`config.mk`:
```
export PLATFORM = sky130hd
export DESIGN_NAME = sccb_register_master_top
export DESIGN_NICKNAME = d
export VERILOG_FILES = /design/src/sv/sccb_pkg.sv /design/src/sv/sccb_cfg.sv /design/src/sv/sccb_seq.sv /design/src/sv/sccb_register_master_top.sv
export VERILOG_INCLUDE_DIRS = /design/src /design/src/sv
export SDC_FILE = /design/constraint.sdc
export NUM_CORES = 1
export LEC_CHECK = 0
export BUFFER_PORTS_ARGS = -buffer_cell sky130_fd_sc_hd__buf_2
export CAP_MARGIN = 20
export CORE_MARGIN = 1.5
export CORE_UTILIZATION = 50
export DETAILED_ROUTE_END_ITERATION = 8
export PLACE_DENSITY = 0.74
export SLEW_MARGIN = 20
export SYNTH_ARGS = -nofsm -noshare
export SYNTH_HDL_FRONTEND = slang
export SYNTH_SLANG_ARGS = --single-unit
```
`constraint.sdc`:
```
create_clock -name clk -period 3.96 [get_ports clk]
set_clock_uncertainty 0.1 [all_clocks]
set_input_delay 0.396 -clock clk [delete_from_list [all_inputs] [get_ports clk]]
set_output_delay 0.396 -clock clk [all_outputs]
set_load 0.01 [all_outputs]
```
`src/sv/assert_macros.svh`:
```
// Assertion helpers shared by the RTL files.
// Each macro takes a label, a clock, a reset, the condition pair and a message.
`ifndef ASSERT_MACROS_SVH
`define ASSERT_MACROS_SVH

// Consequent checked in the same cycle as the antecedent
`define ASSERT_SAME(label, clk, rst, ante, cons, msg) \
  label: assert property (@(posedge clk) disable iff (rst) (ante) |-> (cons)) \
    else $error(msg);

// Consequent checked in the cycle after the antecedent
`define ASSERT_NEXT(label, clk, rst, ante, cons, msg) \
  label: assert property (@(posedge clk) disable iff (rst) (ante) |=> (cons)) \
    else $error(msg);

`endif

```
`src/sv/sccb_pkg.sv`:
```
package sccb_pkg;

  // Bus sequencer phase codes
  localparam logic [4:0] PH_IDLE = 5'd0;
  localparam logic [4:0] PH_ST1  = 5'd1;
  localparam logic [4:0] PH_ST2  = 5'd2;
  localparam logic [4:0] PH_BLO  = 5'd3;
  localparam logic [4:0] PH_BHI  = 5'd4;
  localparam logic [4:0] PH_ALO  = 5'd5;
  localparam logic [4:0] PH_AHI  = 5'd6;
  localparam logic [4:0] PH_ATL  = 5'd7;
  localparam logic [4:0] PH_SP1  = 5'd8;
  localparam logic [4:0] PH_SP2  = 5'd9;
  localparam logic [4:0] PH_SP3  = 5'd10;
  localparam logic [4:0] PH_RLO  = 5'd11;
  localparam logic [4:0] PH_RHI  = 5'd12;
  localparam logic [4:0] PH_NA1  = 5'd13;
  localparam logic [4:0] PH_NA2  = 5'd14;
  localparam logic [4:0] PH_NA3  = 5'd15;

  // Byte positions within a transaction
  localparam logic [1:0] STAGE_DEV  = 2'd0;
  localparam logic [1:0] STAGE_REG  = 2'd1;
  localparam logic [1:0] STAGE_DATA = 2'd2;

  // Acknowledge error codes of a write
  localparam logic [1:0] ACK_OK       = 2'd0;
  localparam logic [1:0] ACK_DEVICE   = 2'd1;
  localparam logic [1:0] ACK_REGISTER = 2'd2;
  localparam logic [1:0] ACK_DATA     = 2'd3;

  // Configuration register indexes
  localparam logic [1:0] REG_DEVICE_ADDRESS = 2'd0;
  localparam logic [1:0] REG_DELAY_UNITS    = 2'd1;
  localparam logic [1:0] REG_ACK_TIMEOUT    = 2'd2;
  localparam logic [1:0] REG_STRICT_ACK     = 2'd3;

  // Register reset values
  localparam logic [7:0] RST_DEVICE_ADDRESS = 8'd96;
  localparam logic [9:0] RST_DELAY_UNITS    = 10'd1;
  localparam logic [7:0] RST_ACK_TIMEOUT    = 8'd250;

  localparam logic [15:0] SEG_LEN_MAX = 16'hFFFF;

  // Read sets bit 0 of the device address
  localparam logic [7:0] READ_BIT = 8'h01;

  // Configuration seen by the sequencer
  typedef struct packed {
    logic [7:0]  device_address;
    logic [15:0] seg_last;      // segment length minus one
    logic [7:0]  ack_timeout;
    logic        strict_ack;
  } cfg_t;

  // One input item
  typedef struct packed {
    logic       cmd_valid;
    logic       func;
    logic [7:0] reg_addr;
    logic [7:0] write_data;
    logic       sda_in;
  } item_t;

  // One result item
  typedef struct packed {
    logic       scl;
    logic       sda_release;
    logic       busy_res;
    logic       done_res;
    logic       status;
    logic [1:0] ack_error;
    logic [7:0] read_data;
    logic [7:0] last_reg_addr;
  } res_t;

endpackage

```
`src/sv/sccb_cfg.sv`:
```
module sccb_cfg
  import sccb_pkg::*;
#(
  parameter int DELAY_SCALE = 64
) (
  input  logic        clk,
  input  logic        rst,
  input  logic        psel,
  input  logic        penable,
  input  logic        pwrite,
  input  logic [3:0]  paddr,
  input  logic [31:0] pwdata,
  output logic [31:0] prdata,
  output logic        pready,
  output cfg_t        cfg
);

  localparam logic [15:0] RESET_LAST = 16'(DELAY_SCALE - 1);

  logic [7:0]  device_address;
  logic [9:0]  delay_units;
  logic [7:0]  ack_timeout;
  logic        strict_ack;
  logic [15:0] seg_last;
  logic [15:0] seg_last_next;
  logic [31:0] prod;
  logic        wr_en;
  logic [1:0]  index;

  assign pready = 1'b1;
  assign wr_en  = psel & penable & pwrite;
  assign index  = paddr[3:2];

  // Scale the written delay into a saturated segment length
  always_comb begin
    prod = 32'(pwdata[9:0]) * 32'(DELAY_SCALE);
    if (prod > 32'(SEG_LEN_MAX)) begin
      seg_last_next = SEG_LEN_MAX - 16'd1;
    end else if (prod == 32'd0) begin
      seg_last_next = 16'd0;
    end else begin
      seg_last_next = prod[15:0] - 16'd1;
    end
  end

  // Register file writes
  always_ff @(posedge clk) begin
    if (rst) begin
      device_address <= RST_DEVICE_ADDRESS;
      delay_units    <= RST_DELAY_UNITS;
      ack_timeout    <= RST_ACK_TIMEOUT;
      strict_ack     <= 1'b0;
      seg_last       <= RESET_LAST;
    end else if (wr_en) begin
      unique case (index)
        REG_DEVICE_ADDRESS: device_address <= pwdata[7:0];
        REG_DELAY_UNITS: begin
          delay_units <= pwdata[9:0];
          seg_last    <= seg_last_next;
        end
        REG_ACK_TIMEOUT: ack_timeout <= pwdata[7:0];
        REG_STRICT_ACK:  strict_ack  <= pwdata[0];
        default: ;
      endcase
    end
  end

  // Read back
  always_comb begin
    unique case (index)
      REG_DEVICE_ADDRESS: prdata = {24'd0, device_address};
      REG_DELAY_UNITS:    prdata = {22'd0, delay_units};
      REG_ACK_TIMEOUT:    prdata = {24'd0, ack_timeout};
      REG_STRICT_ACK:     prdata = {31'd0, strict_ack};
      default:            prdata = 32'd0;
    endcase
  end

  assign cfg = '{device_address: device_address, seg_last: seg_last,
                 ack_timeout: ack_timeout, strict_ack: strict_ack};

endmodule

```
`src/sv/sccb_seq.sv`:
```
`include "assert_macros.svh"

module sccb_seq
  import sccb_pkg::*;
(
  input  logic  clk,
  input  logic  rst,
  input  logic  step,
  input  item_t item,
  input  cfg_t  cfg,
  output res_t  res
);

  logic [4:0]  phase, phase_next;
  logic [2:0]  bit_count, bit_count_next;
  logic [7:0]  shift_byte, shift_byte_next;
  logic [15:0] delay_count, delay_count_next;
  logic [7:0]  retry_count, retry_count_next;
  logic        is_read, is_read_next;
  logic [7:0]  held_reg, held_reg_next;
  logic [7:0]  held_value, held_value_next;
  logic [1:0]  error_code, error_code_next;
  logic [7:0]  received, received_next;
  logic [1:0]  stage, stage_next;
  logic [7:0]  last_write_reg, last_write_reg_next;
  logic        scl, rel, busy, done;

  // One tick of the bus sequencer
  always_comb begin
    phase_next          = phase;
    bit_count_next      = bit_count;
    shift_byte_next     = shift_byte;
    delay_count_next    = delay_count;
    retry_count_next    = retry_count;
    is_read_next        = is_read;
    held_reg_next       = held_reg;
    held_value_next     = held_value;
    error_code_next     = error_code;
    received_next       = received;
    stage_next          = stage;
    last_write_reg_next = last_write_reg;
    scl  = 1'b1;
    rel  = 1'b1;
    done = 1'b0;

    // Start a transaction from idle
    if (phase == PH_IDLE && item.cmd_valid) begin
      is_read_next     = item.func;
      held_reg_next    = item.reg_addr;
      held_value_next  = item.write_data;
      stage_next       = STAGE_DEV;
      delay_count_next = 16'd0;
      if (!item.func) begin
        error_code_next     = ACK_OK;
        last_write_reg_next = item.reg_addr;
      end
      phase_next = PH_ST1;
    end

    busy = (phase_next != PH_IDLE);

    if (busy) begin
      // Pin levels of the current segment
      unique case (phase_next)
        PH_ST1: begin scl = 1'b1; rel = 1'b1; end
        PH_ST2: begin scl = 1'b1; rel = 1'b0; end
        PH_BLO: begin scl = 1'b0; rel = shift_byte_next[7]; end
        PH_BHI: begin scl = 1'b1; rel = shift_byte_next[7]; end
        PH_SP1: begin scl = 1'b0; rel = 1'b0; end
        PH_SP2: begin scl = 1'b1; rel = 1'b0; end
        PH_AHI, PH_SP3, PH_RHI, PH_NA2: begin scl = 1'b1; rel = 1'b1; end
        default: begin scl = 1'b0; rel = 1'b1; end
      endcase

      // Advance the segment timer, move on at its end
      if (delay_count_next >= cfg.seg_last) begin
        delay_count_next = 16'd0;
        unique case (phase_next)
          PH_ST1: phase_next = PH_ST2;
          PH_ST2: begin
            shift_byte_next = (is_read_next && stage_next == STAGE_DATA) ?
                              (cfg.device_address | READ_BIT) : cfg.device_address;
            bit_count_next  = 3'd0;
            phase_next      = PH_BLO;
          end
          PH_BLO: phase_next = PH_BHI;
          PH_BHI: begin
            shift_byte_next = {shift_byte_next[6:0], 1'b0};
            bit_count_next  = bit_count_next + 3'd1;
            if (bit_count_next == 3'd0) begin
              retry_count_next = 8'd0;
              phase_next       = PH_ALO;
            end else begin
              phase_next = PH_BLO;
            end
          end
          PH_ALO: phase_next = PH_AHI;
          PH_AHI: begin
            if (!item.sda_in || retry_count_next >= cfg.ack_timeout) begin
              if (item.sda_in && !is_read_next) begin
                error_code_next = stage_next + 2'd1;
              end
              phase_next = PH_ATL;
            end else begin
              retry_count_next = retry_count_next + 8'd1;
            end
          end
          PH_ATL: begin
            if (!is_read_next) begin
              if (error_code_next != ACK_OK || stage_next >= STAGE_DATA) begin
                phase_next = PH_SP1;
              end else begin
                stage_next      = stage_next + 2'd1;
                shift_byte_next = (stage_next == STAGE_REG) ? held_reg_next
                                                            : held_value_next;
                bit_count_next  = 3'd0;
                phase_next      = PH_BLO;
              end
            end else if (stage_next == STAGE_DEV) begin
              stage_next      = STAGE_REG;
              shift_byte_next = held_reg_next;
              bit_count_next  = 3'd0;
              phase_next      = PH_BLO;
            end else if (stage_next == STAGE_REG) begin
              phase_next = PH_SP1;
            end else begin
              shift_byte_next = 8'd0;
              bit_count_next  = 3'd0;
              phase_next      = PH_RLO;
            end
          end
          PH_SP1: phase_next = PH_SP2;
          PH_SP2: phase_next = PH_SP3;
          PH_SP3: begin
            if (is_read_next && stage_next == STAGE_REG) begin
              stage_next = STAGE_DATA;
              phase_next = PH_ST1;
            end else begin
              phase_next = PH_IDLE;
              done       = 1'b1;
            end
          end
          PH_RLO: phase_next = PH_RHI;
          PH_RHI: begin
            shift_byte_next = {shift_byte_next[6:0], item.sda_in};
            bit_count_next  = bit_count_next + 3'd1;
            if (bit_count_next == 3'd0) begin
              received_next = shift_byte_next;
              phase_next    = PH_NA1;
            end else begin
              phase_next = PH_RLO;
            end
          end
          PH_NA1: phase_next = PH_NA2;
          PH_NA2: phase_next = PH_NA3;
          PH_NA3: phase_next = PH_SP1;
          default: phase_next = PH_IDLE;
        endcase
      end else begin
        delay_count_next = delay_count_next + 16'd1;
      end
    end
  end

  // Result of this tick
  assign res = '{scl: scl, sda_release: rel, busy_res: busy, done_res: done,
                 status: cfg.strict_ack & (error_code_next != ACK_OK),
                 ack_error: error_code_next, read_data: received_next,
                 last_reg_addr: last_write_reg_next};

  // Sequencer state, updated once per accepted tick
  always_ff @(posedge clk) begin
    if (rst) begin
      phase          <= PH_IDLE;
      bit_count      <= 3'd0;
      shift_byte     <= 8'd0;
      delay_count    <= 16'd0;
      retry_count    <= 8'd0;
      is_read        <= 1'b0;
      held_reg       <= 8'd0;
      held_value     <= 8'd0;
      error_code     <= ACK_OK;
      received       <= 8'd0;
      stage          <= STAGE_DEV;
      last_write_reg <= 8'd0;
    end else if (step) begin
      phase          <= phase_next;
      bit_count      <= bit_count_next;
      shift_byte     <= shift_byte_next;
      delay_count    <= delay_count_next;
      retry_count    <= retry_count_next;
      is_read        <= is_read_next;
      held_reg       <= held_reg_next;
      held_value     <= held_value_next;
      error_code     <= error_code_next;
      received       <= received_next;
      stage          <= stage_next;
      last_write_reg <= last_write_reg_next;
    end
  end

  `ASSERT_SAME(a_done_busy, clk, rst, res.done_res, res.busy_res, "done without busy")
  `ASSERT_SAME(a_idle_quiet, clk, rst, phase == PH_IDLE && !item.cmd_valid,
               !res.busy_res && res.scl && res.sda_release, "idle tick not quiet")
  `ASSERT_NEXT(a_done_idle, clk, rst, step && res.done_res, phase == PH_IDLE,
               "finished transaction left sequencer busy")

endmodule

```
`src/sv/sccb_register_master_top.sv`:
```
// Channel  | Port group                  | Payload
// ---------+-----------------------------+----------------------------------------
// in       | s_tvalid/s_tready/s_tdata   | one bus tick: command, sda sample
// out      | m_tvalid/m_tready/m_tdata   | pin levels and status for that tick
// config   | psel/penable/pwrite/paddr   | four registers at byte addresses 0..12
//
// One tick per cycle sustained while m_tready is held high; an accepted tick's result is
// presented after it passes the input register, then the result register.
// The sequencer advances only when the input register holds a tick and the
// result register is empty or being drained, so m_tready stalls ripple back.
// rst is synchronous, active high, and resets all registers but the in_item and out_res data.

`include "assert_macros.svh"

module sccb_register_master_top
  import sccb_pkg::*;
#(
  parameter int DELAY_SCALE = 64
) (
  input  logic        clk,
  input  logic        rst,
  // stream in
  input  logic        s_tvalid,
  output logic        s_tready,
  input  logic [23:0] s_tdata,  // cmd_valid[0], reg_addr[8:1], write_data[16:9], sda_in[17]
  input  logic        s_tuser,  // func
  // stream out
  output logic        m_tvalid,
  input  logic        m_tready,
  output logic [23:0] m_tdata,  // scl[0], sda_release[1], busy_res[2], status[3],
                                // ack_error[5:4], read_data[13:6], last_reg_addr[21:14]
  output logic        m_tlast,  // done_res
  // configuration
  input  logic        psel,
  input  logic        penable,
  input  logic        pwrite,
  input  logic [3:0]  paddr,
  input  logic [31:0] pwdata,
  output logic [31:0] prdata,
  output logic        pready
);

  cfg_t  cfg;
  item_t in_item;
  logic  in_valid;
  logic  advance;
  logic  s_fire;
  res_t  res;
  res_t  out_res;

  assign advance  = in_valid & (~m_tvalid | m_tready);
  assign s_tready = ~in_valid | advance;
  assign s_fire   = s_tvalid & s_tready;

  sccb_cfg #(
    .DELAY_SCALE(DELAY_SCALE)
  ) u_cfg (
    .clk    (clk),
    .rst    (rst),
    .psel   (psel),
    .penable(penable),
    .pwrite (pwrite),
    .paddr  (paddr),
    .pwdata (pwdata),
    .prdata (prdata),
    .pready (pready),
    .cfg    (cfg)
  );

  // Input register
  always_ff @(posedge clk) begin
    if (rst) begin
      in_valid <= 1'b0;
    end else if (s_fire) begin
      in_valid <= 1'b1;
    end else if (advance) begin
      in_valid <= 1'b0;
    end
  end

  always_ff @(posedge clk) begin
    if (s_fire) begin
      in_item <= '{cmd_valid: s_tdata[0], func: s_tuser, reg_addr: s_tdata[8:1],
                   write_data: s_tdata[16:9], sda_in: s_tdata[17]};
    end
  end

  sccb_seq u_seq (
    .clk (clk),
    .rst (rst),
    .step(advance),
    .item(in_item),
    .cfg (cfg),
    .res (res)
  );

  // Result register
  always_ff @(posedge clk) begin
    if (rst) begin
      m_tvalid <= 1'b0;
    end else if (advance) begin
      m_tvalid <= 1'b1;
    end else if (m_tready) begin
      m_tvalid <= 1'b0;
    end
  end

  always_ff @(posedge clk) begin
    if (advance) begin
      out_res <= res;
    end
  end

  assign m_tdata = {2'b00, out_res.last_reg_addr, out_res.read_data, out_res.ack_error,
                    out_res.status, out_res.busy_res, out_res.sda_release, out_res.scl};
  assign m_tlast = out_res.done_res;

  `ASSERT_NEXT(a_advance_fills, clk, rst, advance, m_tvalid, "advanced tick produced no result")
  `ASSERT_NEXT(a_accept_holds, clk, rst, s_fire, in_valid, "accepted tick not held")
  `ASSERT_NEXT(a_hold_stable, clk, rst, in_valid && !advance && !s_fire,
               in_valid && $stable(in_item), "held tick lost while stalled")

endmodule
```
Word-level counts from Yosys, hierarchy flattened
Cells that the tools add are included.
{"block": "op_classes", "n_addsub": 5, "bitwise": 9, "n_eq_ne": 25, "n_mux": 64, "n_lt_le_gt_ge": 4, "reduce_logical": 33}
{"op": "$pmux W32 S4", "n": 1}
{"op": "$mux W8", "n": 15}
{"op": "$mux W16", "n": 5}
{"op": "$pmux W5 S15", "n": 1}
{"op": "$eq A5 B4 Y1 const B", "n": 8}
{"op": "$pmux W8 S4", "n": 1}
{"op": "$mux W2", "n": 15}
{"op": "$mux W5", "n": 6}
{"op": "$eq A5 B3 Y1 const B", "n": 4}
{"op": "$mux W3", "n": 6}
{"op": "$reduce_and A6 Y1", "n": 3}
{"op": "$logic_not A17 Y1", "n": 1}
{"op": "$add A16 B1 Y16 const B", "n": 1}
{"op": "$ge A16 B16 Y1", "n": 1}
{"op": "$gt A16 B16 Y1 const B", "n": 1}
{"op": "$pmux W8 S2", "n": 1}
{"op": "$sub A16 B1 Y16 const B", "n": 1}
{"op": "$eq A5 B2 Y1 const B", "n": 2}
{"op": "$reduce_bool A2 Y1", "n": 5}
{"op": "$mux W1", "n": 9}
{"op": "$pmux W3 S3", "n": 1}
{"op": "$add A8 B1 Y8 const B", "n": 1}
{"op": "$ge A8 B8 Y1", "n": 1}
{"op": "$reduce_and A2 Y1", "n": 4}
{"op": "29 further kinds", "n": 46}
{"block": "totals", "in_bits": 68, "reg_bits": 164}

Logic depth before layout (Yosys ltp)
Gate-level depths: netlist of the first run.
{"block": "depth", "depth_word": 12, "depth_mapped": 17, "depth_no_buf": 12}

Cells and area by module
From an unflattened synthesis of the first run, not the netlist that was laid out.
{"block": "hier_totals", "hier_cells": 978, "hier_area_um2": 8923.6}
{"mod": "sccb_seq", "cells_per_inst": 681, "instances": 1, "area_each_um2": 5516.5, "seq_area_each_um2": 1541.5}
{"mod": "sccb_cfg", "cells_per_inst": 242, "instances": 1, "area_each_um2": 2023.2, "seq_area_each_um2": 760.7}
{"mod": "sccb_register_master_top", "cells_per_inst": 55, "instances": 1, "area_each_um2": 1383.8, "seq_area_each_um2": 1301.2}

Worst setup path before layout of the first run
Ideal clock, no wire load.
{"block": "synth_path", "path_type": "register to register", "from": "register u_seq.phase[1]", "to": "register out_res, in the netlist m_tdata[10] (data pin)", "path_buffers": 6, "setup_ns": 0.262, "required_ns": 3.598, "setup_slack_ns": -0.181, "path_stages_with_launch": 17, "arrival_ns": 3.779, "period_less_slack_ns": 4.141, "cell_sequence": "dfxtp_1 -> buf_6 -> or3_1 -> buf_2 -> nor2_1 -> buf_2 -> clkbuf_1 -> nor2_1 -> ha_1 -> a21oi_1 -> o21ai_0 -> a211oi_1 -> or3_1 -> clkbuf_1 -> or2_1 -> buf_4 -> mux2_1"}
{"element": "start: declaration", "line": "sccb_seq.sv:14", "rtl": "logic [4:0] phase, phase_next;"}
{"element": "start signal: assignment", "line": "sccb_seq.sv:187", "rtl": "phase <= phase_next;"}
{"element": "end signal: assignment", "line": "sccb_register_master_top.sv:110", "rtl": "out_res <= res;"}
{"element": "end: declaration", "line": "sccb_register_master_top.sv:49", "rtl": "res_t out_res;"}

==> impl_metrics.yaml, run 1 <==
run_status:
  status: "finished clean"
setup_path:
  crit_path_start_kind: "flip-flop"
  crit_type: "flip-flop to flip-flop"
  startpoint: "u_seq.phase[2]"
  endpoint_kind: "flip-flop"
  r2r_setup_slack_ns: 0.18
  timing.critical_path.arrival_ns: 3.86
  timing.rr.start: "u_seq.phase[2]"
  ff2ff_path_depth: 11
  critical_path.endpoint: "m_tdata[9]"
  r2r_end: "m_tdata[9]"
  path_max_fanout: 27
  required_ns: 4.04
clock_network:
  cts_root_buf: "clkbuf_16"
  clk_pin_slew_ns: 0.07
  post-cts-setup-buffer-count: 0
  clk_path_buf_depth: 2
  cts_buffers: 17
  cts_resized: 0
  htree_levels: 4
  clk-insertion-delay-late_ns: 0.43
  cts.sinks: 159
  cts_tree: "yes"
  cts_hold_buf: 0
timing:
  max_freq_mhz: 264.8
  worst_pin_slew_ns: 0.9433
  maxSlewViolCount: 0
  setup_violations: 0
  min_period_ns: 3.776
  hold_violations: 0
  rsz0062_at_grt: "false"
  setup_tns_ns: 0
  final.period_utilization: 0.9536
  slew-limit-headroom: 0.3711
detailed_routing:
  viasPerCell: 5.602
  detail-route-antenna-nets: 0
  wire_per_inst_um: 15.92
  drc: 0
  vias: 6851
  drt-pass1-iter-count: 5
  drt-initial-drc-count: 498
  drt-total-wl_mm: 19.47
finish:
  nets: 1092
  antenna_cells: 0
  largest_reg_flops: 22
  syn2layout_area_growth_pct: 13.12
  fin_util: 0.5839
  fin_cells: 1223
  drive_gt1_frac: 0.1529
global_route:
  antenna_found_initial: 0
  grt_pass1_vias: 6438
  grt_overflow_total: 0
  grt_pass1_wl_mm: 32.01
  grt_use_total: 0.2286
  grt_max_degree: 86
synth:
  async_flop_share: 0
  synth_common_cells: "nand2_1, dfxtp_1, nor2_1, a21oi_1, edfxtp_1"
  yosysMostFrequentCell: "nand2_1"
  synth_edf_count: 42
  synth_seq_cells: 159
  synth_cell_types: 74
  avgSynthCellArea_um2: 8.894
  yosysTopAreaCellShare: 0.2826
  synth_area_um2: 8289
  ys_seq_area_frac: 0.4347
  syn_inst: 932
  yosysTopAreaCell: "dfxtp_1"
  synth_area_leaders: "dfxtp_1, edfxtp_1, nand2_1"
  ys.flop_type: "dfxtp_1"
  synth_warnings: 0
power_and_ir_drop:
  p_comb_frac: 0.077
  p_switching_uw: 944.9
  power.leakage_uw: 0.003799
  clkPwrFrac: 0.439
  ir_drop_mv: 0.3677
  p_int_uw: 2643
  switching_share: 0.2633
  powerDensity_nw_per_um2: 382.7
  p_seq_frac: 0.484
floorplanning:
  initial_core_util: 0.5162
  die_y_um: 131.8
  dieArea_um2: 17360
  rows: 46
  dieWidth_um: 131.8
  core_area_um2: 16060
  ios: 128
job:
  maxCapViolCount: 0
min_path:
  min_path_type: "primary input to flip-flop"
placement:
  hpwlAfterDp_mm: 13.50
  place_inst: 1191
  gp_congestion: 0.8838
  io_buffers: 72
-- layout by cell type, fill, tap and decap left out, types with 7 or more instances in the layout --
cell	instances
a22oi_1	20
and2_1	18
nand4_1	8
ha_1	30
dfxtp_1	117
nand2_1	129
nor2b_1	9
buf_2	71
conb_1	25
nor3_1	29
mux2_2	9
buf_4	23
mux2i_1	39
nand3_1	15
xnor2_1	7
o21ai_0	35
a211o_1	8
nor2_1	97
inv_1	38
edfxtp_1	42
mux2_1	10
nand2b_1	12
nand3b_1	7
clkbuf_16	17
or3_1	10
a21oi_1	66
-- metal layers --
layer  global-route usage  up-vias  part of all wire
li1                     -     3380                 -
met1               0.3050     3250              0.46
met2               0.3652      188              0.47
met3              0.05075       33             0.049
met4              0.08395        0             0.025
met5                    0        -                 0
-- worst max-delay path: stages (launching register included) --
cell     delay, ns
dfxtp_1       0.32
buf_4         0.18
or3b_2        0.49
nor2_2        0.19
buf_4         0.40
nor2_1        0.08
ha_1          0.28
nor2_1        0.05
o31a_1        0.25
or3_1         0.38
or2_1         0.41
mux2_1        0.39
-- area by class of cell --
type	count	area [um2]
fill	1423	6681
multi-input combinational	684	4258
sequential	159	3603
tap	216	270.3
inverter	38	142.6
clock inverter	15	148.9
clock buffer	17	425.4
timing repair buffer	94	528.0
-- power groups by stage --
stage | Combinational, uW | Sequential, uW | Clock, uW
final | 275 | 1740 | 1580
after global routing | 302 | 1740 | 1660
after CTS | 274 | 1740 | 1600
after detailed placement | 271 | 1770 | 0
after global placement | 266 | 1770 | 0
after floorplan | 192 | 1770 | 0
-- metrics by stage --
step           setup slack, ns  hold WS [ns]  power [uW]  cell area [um2]
3_3_place_gp            0.2123        0.3368        2039             8788
3_5_place_dp            0.2080        0.3430        2045             8788
4_1_cts                 0.1553       0.01548        3617             9363
5_1_grt                0.01870       0.01017        3703             9376
2_1_floorplan          0.01974        0.3317        1964             8384
6_report                0.1837       0.03268        3588             9376
-- cell families (layout without fill, tap and decap cells) --
| logic type | after synthesis | count (layout) | share of synthesized area |
|---|---|---|---|
| AOI/OAI and AO/OA | 187 | 187 | 0.1491 |
| xor gates and xnor gates | 13 | 13 | 0.01374 |
| adders and majority gates | 30 | 30 | 0.04528 |
| buffers and inverters | 112 | 164 | 0.06460 |
| DFF | 159 | 159 | 0.4347 |
| muxes | 60 | 60 | 0.07834 |
| other | 2 | 25 | 0.0009060 |
| and+or+nand+nor | 369 | 369 | 0.2133 |
-- worst min-delay path by stage --
stage,startpoint,end,cells after the start
finish,s_tdata[5],in_item[13],1
global route,s_tdata[5],in_item[13],1
CTS,s_tdata[5],in_item[13],1
detailed placement,u_cfg.delay_units[8],u_cfg.delay_units[8],2
global placement,u_cfg.delay_units[9],u_cfg.delay_units[9],2
floorplan,u_cfg.delay_units[8],u_cfg.delay_units[8],2
Note: power is estimated with default switching activity, not from simulation.
==> run 2, diff against run 1 <==
--- a/config.mk
+++ b/config.mk
@@ -12,6 +12,7 @@
 export CORE_UTILIZATION = 50
 export DETAILED_ROUTE_END_ITERATION = 8
 export PLACE_DENSITY = 0.74
+export SETUP_SLACK_MARGIN = 0.5
 export SLEW_MARGIN = 20
 export SYNTH_ARGS = -nofsm -noshare
 export SYNTH_HDL_FRONTEND = slang
==> run 2 against run 1 <==
Effect of this change: via count increased by 0.28%; sequential power about the same; worst hold slack improved by 0.0092 ns; final cell count increased by 0.57%; sequential share of layout area decreased by 0.79 points; critical path depth increased by 1; wire length increased by 2.0%; die area unchanged; critical path type unchanged.
==> impl_metrics.yaml, run 2 (synthesized netlist as in run 1, its figures left out) <==
setup_path:
  startpoint: "u_seq.phase[3]"
  path_max_fanout: 11
  endpoint_kind: "flip-flop"
  critical_path.endpoint: "m_tdata[13]"
  r2r_setup_slack_ns: 0.60
  crit_type: "flip-flop to flip-flop"
  crit_path_start_kind: "flip-flop"
  cp_cell_sequence: "buf_6 -> or3b_4 -> nor2_4 -> nor2_1 -> ha_1 -> nand2_4 -> o21ai_4 -> a211oi_2 -> o31a_1 -> or3_4 -> or2_4 -> mux2_4"
  r2r_end: "m_tdata[13]"
  ff2ff_path_depth: 12
  required_ns: 4.04
  crit_path_max_incr_delay_ns: 0.44
  slowest_stage: "or3b_4"
  timing.rr.start: "u_seq.phase[3]"
  timing.critical_path.arrival_ns: 3.45
finish:
  antenna_cells: 0
  largest_reg_flops: 22
  nFillCells: 1408
  seq_area_um2: 3608
  nets: 1099
  final_cell_mix: "nand2_1, dfxtp_1, nor2_1, buf_2, a21oi_1"
  drive_gt1_frac: 0.1854
  syn2layout_area_growth_pct: 15.64
  final_common_cell: "nand2_1"
  fin_cells: 1230
  multiInputGateArea_um2: 4400
power_and_ir_drop:
  p_total_uw: 3624
  p_switching_uw: 911.0
  power.leakage_uw: 0.003894
  powerDensity_nw_per_um2: 378.0
  p_comb_frac: 0.080
  p_seq_frac: 0.480
  p_int_uw: 2713
  switching_share: 0.2514
  ir_drop_mv: 0.3297
  clkPwrFrac: 0.440
global_route:
  gr-usage-met2: 0.3594
  grt_pass1_vias: 6311
  grt_max_degree: 72
  grt_overflow_total: 0
  busiest_layer: "met2"
  antenna_found_initial: 0
  use_met1: 0.3169
  grt_use_total: 0.2288
  grt_pass1_wl_mm: 31.98
  use_met3: 0.05113
clock_network:
  clk_pin_slew_ns: 0.07
  clk-insertion-delay-late_ns: 0.43
  clk_path_buf_depth: 2
  cts_hold_buf: 0
  cts_tree: "yes"
  cts_buffers: 17
  cts_root_buf: "clkbuf_16"
  cts.sinks: 159
  htree_levels: 4
timing:
  maxSlewViolCount: 0
  setup_tns_ns: 0
  setup_violations: 0
  max_freq_mhz: 297.2
  min_period_ns: 3.365
  final.period_utilization: 0.8497
  slew-limit-headroom: 0.3979
  hold_violations: 0
  rsz0062_at_grt: "false"
  worst_pin_slew_ns: 0.9031
floorplanning:
  initial_core_util: 0.5162
  rows: 46
  die_y_um: 131.8
  dieArea_um2: 17360
  ios: 128
  dieWidth_um: 131.8
  core_area_um2: 16060
detailed_routing:
  detail-route-antenna-nets: 0
  viasPerCell: 5.585
  drt-total-wl_mm: 19.87
  drt-initial-drc-count: 579
  vias: 6870
  wire_per_inst_um: 16.16
  drc: 0
  drt-pass1-iter-count: 6
min_path:
  min_path_type: "primary input to flip-flop"
placement:
  hpwlAfterDp_mm: 13.73
  place_inst: 1190
  io_buffers: 72
  gp_congestion: 0.8876
run_status:
  status: "finished clean"
job:
  maxCapViolCount: 0
[run 2: cell count changes in the layout (fill, tap and decap cells not counted), sizes merged]
cell | previous run | this run
buf | 94 | 101
clkbuf | 17 | 19
clkinvlp | 3 | 1
bufinv | 0 | 1
inv | 46 | 45
[run 2: what timing repair did]
item / in CTS / in global routing
buffers inserted: 0 / 8
resized for setup: 7 / 21
pin swaps: 0 / 10
endpoints found under the setup margin: 48 / 38
gates cloned: 0 / 0
[run 2: layer usage]
layer,vias to the layer above,share of wire
met1,3214,0.46
met5,-,0
met2,249,0.46
li1,3379,-
met3,28,0.060
met4,0,0.015
[run 2: critical path, delay by kind of cell (launching register included)]
kind / cells / cell delay (ns)
simple gates: 6 / 1.45
compound gates: 3 / 0.41
fa+ha+maj: 1 / 0.35
flops: 1 / 0.34
mux: 1 / 0.32
buf+inv: 1 / 0.14
[run 2: metrics by stage]
stage	util	setup slack (ns)	instance area, um2	hold WS, ns
final	0.5969	0.5953	9585	0.04186
after global routing	0.5969	0.4827	9585	0.02291
after CTS	0.5878	0.5570	9439	0.03166
after detailed placement	0.5509	0.1406	8846	0.3456
after global placement	0.5509	0.2290	8846	0.3410
after floorplan	-	0.4088	8476	0.3317
[run 2: worst min-delay path by stage]
stage	from	end	slack (ns)	depth (start not counted)
2_1_floorplan	u_cfg.delay_units[8]	u_cfg.delay_units[8]	0.33	2
3_3_place_gp	u_seq.held_reg[7]	u_seq.held_reg[7]	0.34	2
3_5_place_dp	u_seq.held_reg[5]	u_seq.held_reg[5]	0.35	2
4_1_cts	s_tdata[10]	in_item[2]	0.03	1
5_1_grt	s_tdata[4]	in_item[12]	0.02	1
6_report	s_tdata[16]	in_item[8]	0.04	1
[run 2: power groups by stage]
stage	Combinational, uW	Sequential (uW)	Clock (uW)
after floorplan	197	1770	0
after global placement	270	1770	0
after detailed placement	272	1770	0
after CTS	276	1740	1610
after global routing	316	1740	1680
final	289	1740	1590
[run 2: layout make-up]
| cell class | instances | share of cell area |
|---|---|---|
| Clock buffer | 19 | 0.04621 |
| Multi-Input combinational cell | 684 | 0.4591 |
| Clock inverter | 13 | 0.01305 |
| Timing Repair Buffer | 101 | 0.06213 |
| Sequential cell | 159 | 0.3765 |
| Tap cell | 216 | 0.02819 |
| Inverter | 38 | 0.01488 |
